[config.mk]
export PLATFORM = sky130hd
export DESIGN_NAME = gdfw_useq
export DESIGN_NICKNAME = d
export VERILOG_FILES = /design/src/rtl/gdfw_pkg.sv /design/src/rtl/gdfw_useq.sv
export SDC_FILE = /design/constraint.sdc
export NUM_CORES = 1
export LEC_CHECK = 0
export BUFFER_PORTS_ARGS = -buffer_cell sky130_fd_sc_hd__buf_2
export CAP_MARGIN = 20
export CORE_MARGIN = 2
export CORE_UTILIZATION = 30
export CTS_BUF_LIST = sky130_fd_sc_hd__clkbuf_8
export CTS_CLUSTER_SIZE = 30
export DETAILED_ROUTE_END_ITERATION = 12
export PLACE_DENSITY = 0.55
export SYNTH_ARGS = -nofsm -noshare
export SYNTH_HDL_FRONTEND = slang
export SYNTH_SLANG_ARGS = --single-unit
[constraint.sdc]
create_clock -name clk -period 3.3 [get_ports clk]
set_clock_uncertainty 0.05 [all_clocks]
set_input_delay 0.495 -clock clk [delete_from_list [all_inputs] [get_ports clk]]
set_output_delay 0.495 -clock clk [all_outputs]
set_load 0.05 [all_outputs]
[src/rtl/gdfw_pkg.sv]
// Shared types and constants of the grid depth-first walk block.
package gdfw_pkg;

	// Field widths of the item, result and config channels.
	localparam int ROW_FW     = 6;
	localparam int COL_FW     = 6;
	localparam int CFG_IDX_W  = 4;
	localparam int CFG_DATA_W = 7;

	// Configuration register indexes.
	localparam logic [CFG_IDX_W-1:0] CFG_ROWS = 4'd0;
	localparam logic [CFG_IDX_W-1:0] CFG_COLS = 4'd1;

	// Item kinds.
	localparam logic KIND_START = 1'b0;
	localparam logic KIND_NEXT  = 1'b1;

	// Next-direction codes of a stack entry, in trial order.
	localparam int DIR_W = 3;
	localparam logic [DIR_W-1:0] DIR_UP    = 3'd0;
	localparam logic [DIR_W-1:0] DIR_RIGHT = 3'd1;
	localparam logic [DIR_W-1:0] DIR_DOWN  = 3'd2;
	localparam logic [DIR_W-1:0] DIR_LEFT  = 3'd3;
	localparam logic [DIR_W-1:0] DIR_END   = 3'd4;

	// Width of the visited-map epoch mark.
	localparam int EPOCH_W = 8;

	// Datapath operations issued by the control word.
	typedef enum logic [3:0] {
		OP_NONE,
		OP_CLR,
		OP_EPOCH_ZERO,
		OP_TAKE,
		OP_START,
		OP_TRY,
		OP_VISIT,
		OP_POP,
		OP_LOAD,
		OP_DONE
	} op_t;

	typedef struct packed {
		op_t  op;
		logic take;
		logic xfer;
	} ctrl_t;

	typedef struct packed {
		logic clr_last;
		logic pend;
		logic kind_next;
		logic epoch_max;
		logic empty;
		logic top_end;
		logic off_grid;
		logic seen;
	} flags_t;

	typedef struct packed {
		logic [ROW_FW-1:0] cell_row;
		logic [COL_FW-1:0] cell_col;
		logic              emitted;
		logic              done_res;
	} res_t;

endpackage

[src/rtl/gdfw_useq.sv]
// Microcode sequencer: step counter, control-word ROM and branch logic.
module gdfw_useq (
	input  logic             clk,
	input  logic             arst_n,
	input  logic             in_valid,
	input  logic             out_free,
	input  gdfw_pkg::flags_t flags,
	output gdfw_pkg::ctrl_t  ctrl
);
	import gdfw_pkg::*;

	typedef logic [3:0] step_t;

	typedef enum logic [3:0] {
		BR_ALWAYS,
		BR_CLR_MORE,
		BR_PEND,
		BR_NO_XFER,
		BR_KIND_NEXT,
		BR_EPOCH_MAX,
		BR_EMPTY,
		BR_TOP_END,
		BR_OFF_GRID,
		BR_SEEN
	} br_t;

	typedef struct packed {
		op_t   op;
		br_t   br;
		step_t tgt;
	} uword_t;

	localparam step_t S_CLR     = 4'd0;
	localparam step_t S_CLR_END = 4'd1;
	localparam step_t S_IDLE    = 4'd2;
	localparam step_t S_KIND    = 4'd3;
	localparam step_t S_EPCHK   = 4'd4;
	localparam step_t S_START   = 4'd5;
	localparam step_t S_NEXT    = 4'd6;
	localparam step_t S_DIR     = 4'd7;
	localparam step_t S_TRY     = 4'd8;
	localparam step_t S_CHECK   = 4'd9;
	localparam step_t S_VISIT   = 4'd10;
	localparam step_t S_POP     = 4'd11;
	localparam step_t S_LOAD    = 4'd12;
	localparam step_t S_DONE    = 4'd13;

	// Program: jump to tgt when the branch condition holds, else fall through.
	function automatic uword_t rom(input step_t s);
		uword_t w;
		case (s)
			S_CLR:     w = '{OP_CLR,        BR_CLR_MORE,  S_CLR};
			S_CLR_END: w = '{OP_EPOCH_ZERO, BR_PEND,      S_START};
			S_IDLE:    w = '{OP_TAKE,       BR_NO_XFER,   S_IDLE};
			S_KIND:    w = '{OP_NONE,       BR_KIND_NEXT, S_NEXT};
			S_EPCHK:   w = '{OP_NONE,       BR_EPOCH_MAX, S_CLR};
			S_START:   w = '{OP_START,      BR_ALWAYS,    S_IDLE};
			S_NEXT:    w = '{OP_NONE,       BR_EMPTY,     S_DONE};
			S_DIR:     w = '{OP_NONE,       BR_TOP_END,   S_POP};
			S_TRY:     w = '{OP_TRY,        BR_OFF_GRID,  S_DIR};
			S_CHECK:   w = '{OP_NONE,       BR_SEEN,      S_DIR};
			S_VISIT:   w = '{OP_VISIT,      BR_ALWAYS,    S_IDLE};
			S_POP:     w = '{OP_POP,        BR_ALWAYS,    S_LOAD};
			S_LOAD:    w = '{OP_LOAD,       BR_ALWAYS,    S_NEXT};
			S_DONE:    w = '{OP_DONE,       BR_ALWAYS,    S_IDLE};
			default:   w = '{OP_NONE,       BR_ALWAYS,    S_IDLE};
		endcase
		return w;
	endfunction

	step_t  step_q;
	uword_t uw;
	logic   emit;
	logic   stall;
	logic   xfer;
	logic   jump;

	always_comb begin
		uw    = rom(step_q);
		emit  = uw.op inside {OP_START, OP_VISIT, OP_DONE};
		stall = emit && !out_free;
		xfer  = (uw.op == OP_TAKE) && in_valid;
		case (uw.br)
			BR_ALWAYS:    jump = 1'b1;
			BR_CLR_MORE:  jump = !flags.clr_last;
			BR_PEND:      jump = flags.pend;
			BR_NO_XFER:   jump = !xfer;
			BR_KIND_NEXT: jump = flags.kind_next;
			BR_EPOCH_MAX: jump = flags.epoch_max;
			BR_EMPTY:     jump = flags.empty;
			BR_TOP_END:   jump = flags.top_end;
			BR_OFF_GRID:  jump = flags.off_grid;
			BR_SEEN:      jump = flags.seen;
			default:      jump = 1'b0;
		endcase
		ctrl.op   = stall ? OP_NONE : uw.op;
		ctrl.take = (uw.op == OP_TAKE);
		ctrl.xfer = xfer;
	end

	// Hold the step while a result waits for room in the output register.
	always_ff @(posedge clk or negedge arst_n) begin
		if (!arst_n) begin
			step_q <= S_CLR;
		end else if (!stall) begin
			step_q <= jump ? uw.tgt : step_q + step_t'(1);
		end
	end

	a_try_moves: assert property (@(posedge clk) disable iff (!arst_n)
		step_q == S_TRY |=> step_q == S_DIR || step_q == S_CHECK)
		else $error("try step did not advance to a check");

	a_xfer_dispatch: assert property (@(posedge clk) disable iff (!arst_n)
		ctrl.xfer |=> step_q == S_KIND)
		else $error("accepted item not dispatched");

endmodule

# == Yosys cells after proc, flatten, opt, wreduce, memory -nomap -nowiden ==
# Memories as Yosys holds them, arrays and structs flattened.
# Cells that the tools add are included.
# W data, S select, Z words.
# classes
add_sub_neg,1
n_reduce_logical,7
mux,3
n_eq_ne,13
# ops
operator,n
$eq A4 B3 Y1 const B,6
$eq A4 B2 Y1 const B,3
$eq A4 B4 Y1 const B,3
$pmux W1 S10,1
$mux W4,2
$add A4 B1 Y4 const B,1
$eq A4 B1 Y1 const B,1
$logic_not A4 Y1,1
$logic_not A1 Y1,3
$reduce_bool A3 Y1,1
$logic_and A1 B1 Y1,2
# totals
n_memories,1
inputBits,12
romBits,192
regBits,4
word_cells,26
output_inout_bits,6
# memory_table
memory,words,width,read_ports,rd_clocked_by_memory_dff,wr,line_no,rtl
(no name shown),16,12,1,0,0,gdfw_useq.sv:51,case (s)

# == Logic depth before layout (Yosys ltp) ==
# An unclocked memory read counts as a cell.
# logic_depth
depth_word,6
ltp_mapped,10
ltp_nobuf,8

# == Worst setup path after synthesis ==
# OpenSTA, ideal clock, no wires.
# synth_timing
path_kind,reg-to-output
start,reg step_q[0]
end,out ctrl[3] (netlist name)
required_time_ns,2.755
stages_incl_launch_ff,9
path_buffers,1
setup_slack_ns,-0.020
arrival_ns,2.775
cell_sequence,dfrtp_1 -> inv_1 -> ha_1 -> buf_4 -> nand2_1 -> a31oi_2 -> mux2_4 -> nor2_1 -> a211oi_1
# synth_rtl
item,line_no,rtl
"start, declared",gdfw_useq.sv:71,step_t step_q;
"start signal, assigned",gdfw_useq.sv:106,step_q <= jump ? uw.tgt : step_q + step_t'(1);
"end, declared",gdfw_useq.sv:8,output gdfw_pkg::ctrl_t ctrl

==> impl_metrics.ini <==
[worst_setup_path]
cp_data_arrival_time_ns = 2.61
critPathKind = reg -> out
crit_cells = 8
path_delay_family = flip-flops
max_stage_delay_ns = 0.56
cp_cell_sequence = inv_1 > ha_1 > nand2_1 > a31oi_2 > mux2_4 > or2_1 > and2_1 > buf_2
cp_num_buf_inv = 2
r2r_cells = 9
rr_endpoint = step_q[0]
cp.required_ns = 2.75
reg2reg_slack_ns = 0.61
critPathLaunch = step_q[0]
r2r-start = step_q[0]
crit_slowest_cell = dfrtp_1
critPathLaunchType = register
critPathMaxFanout = 11
endpoint = ctrl[2]
end_kind = output port

[global_routing]
antenna_found_initial = 0
globalRouteOverflowTotal = 0
grt_usage = 0.1299
grt_max_degree = 22
grt_pass1_wl_mm = 3.256
grt_pass1_vias = 710

[synthesis]
netlist_top_cells_area = dfrtp_1 (13%), ha_1 (9.4%), nand2_1 (4.2%)
synth_edf_count = 0
syn-num-nets = 111
ys.flop_type = dfrtp_1
synth_area_leader_cell = dfrtp_1
syn_area_um2 = 797.0
ys_types = 46
ys_ff_latch = 4
ys_seq_area_frac = 0.1256
synthCells = 93
synth_top_area_frac = 0.1256
ys_async_sr_fraction = 1.000
ys.warnings.count = 0
syn_avg_cell_area_um2 = 8.570

[timing]
slew_headroom = 0.5564
finalHoldViolCount = 0
fin_crit_sh = 0.9546
fin_hold_ws_ns = 0.02873
setup_tns_ns = 0
rsz0062_at_grt = false
max_freq_mhz = 317.4
slew_viol_final = 0
fin_crit_ns = 3.150
worst_pin_slew_ns = 0.6654
setup_violations = 0

[cts]
clockBufferDepth = 2
clock_sinks = 4
clk_latency_ns = 0.21
cts_setup_buffers = 0
clkTransAtPathRegs_ns = 0.03
cts_buffers = 3
h-tree-depth = 1
cts_resized = 0
root_buffer = clkbuf_8
cts_tree = built
hold_buffers = 0

[worst_hold_path]
holdCritPathClass = in -> async

[run_status]
outcome = completed

[route]
antenna_left = 0
avgViaCountPerCell = 5.293
wl_per_cell_um = 13.54
drt_wl_total_mm = 1.895
num_vias = 741
drc = 0
drtPass1Iterations = 4
drt_iter0_drc = 21

[layout]
largest_reg_flops = 4
multiInputGateArea_um2 = 624.3
fillCellCount = 258
fin_area_um2 = 940.9
regArea_um2 = 100.1
largestRegisters = step_q (4)
drive_above_1_share = 0.4000
area_growth_syn_to_layout_pct = 18.05
mostFrequentLayoutCells = buf_2 (17), nand2_1 (9), a21oi_1 (6), ha_1 (6)
regMostFlops = step_q
layout.nets = 130
final_common_cell = buf_2
antenna_cells = 0

[place]
port_buffers = 17
place_area_um2 = 899.6
dp_hpwl_mm = 1.492
gp_congestion = 0.7847

[floorplan]
pin_count = 18
die_w_um = 55.55
initial_utilization = 0.3188
std_cell_rows = 18
die_area_um2 = 3085
die_y_um = 55.55
core_um2 = 2500

[flow_run]
drv_cap = 0
==> layout make-up <==
cell class	instances	area share
Inverter	4	0.01596
Tap cell	30	0.03989
Clock buffer	3	0.04388
Timing Repair Buffer	22	0.1303
Sequential cell	4	0.1064
Multi-Input combinational cell	77	0.6636
==> routing by layer <==
metal  wire [um]  up-vias  global-route usage  share of wire
li1            -      378                   -              -
met1         808      344              0.1702           0.43
met2        1024       19              0.2143           0.54
met3          62        0            0.004684          0.033
met4           0        0             0.06969              0
met5           0        -                   0              0
==> how the worst min path moves through the flow <==
| stage | to | cells past startpoint | start | slack, ns |
|---|---|---|---|---|
| 2_1_floorplan | step_q[0] | 0 | arst_n | 0.15 |
| 3_3_place_gp | step_q[2] | 1 | arst_n | 0.25 |
| 3_5_place_dp | step_q[2] | 1 | arst_n | 0.25 |
| 4_1_cts | step_q[0] | 1 | arst_n | 0.02 |
| 5_1_grt | step_q[1] | 1 | arst_n | 0.03 |
| 6_report | step_q[0] | 1 | arst_n | 0.03 |
==> synthesized netlist by cell type, types with 2 or more instances <==
cell type  n
a21oi_1    6
a21oi_2    2
and2_1     2
buf_2      2
buf_4      3
buf_6      2
dfrtp_1    4
ha_1       6
inv_1      4
mux2_4     2
nand2_1    9
nand2b_1   3
nand3_1    3
nor2_1     5
nor3_2     2
o21ai_0    3
o22ai_1    2
or2_1      4
or3_1      2
==> kinds of logic (layout without fill, tap and decap cells) <==
logic type               count (synthesis)  count (layout)  synth area share
multiplexers                             3               3           0.05024
flip-flops                               4               4            0.1256
adder cells (fa/ha/maj)                  6               6           0.09419
buffers and inverters                   12              29           0.09733
AO/OA/AOI/OAI                           31              31            0.3658
AND/OR/NAND/NOR                         37              37            0.2669
==> through the flow <==
step / util / cells / setup WS [ns]
floorplan: - / 93 / 0.4490
global placement: 0.3599 / 137 / 0.4656
detailed placement: 0.3599 / 137 / 0.3923
CTS: 0.3764 / 140 / 0.1543
global route: 0.3764 / 140 / 0.001886
finish: 0.3764 / 140 / 0.1498
Power is not shown: default switching activity piles up to over one toggle a cycle in this logic, so the estimate is an artifact.
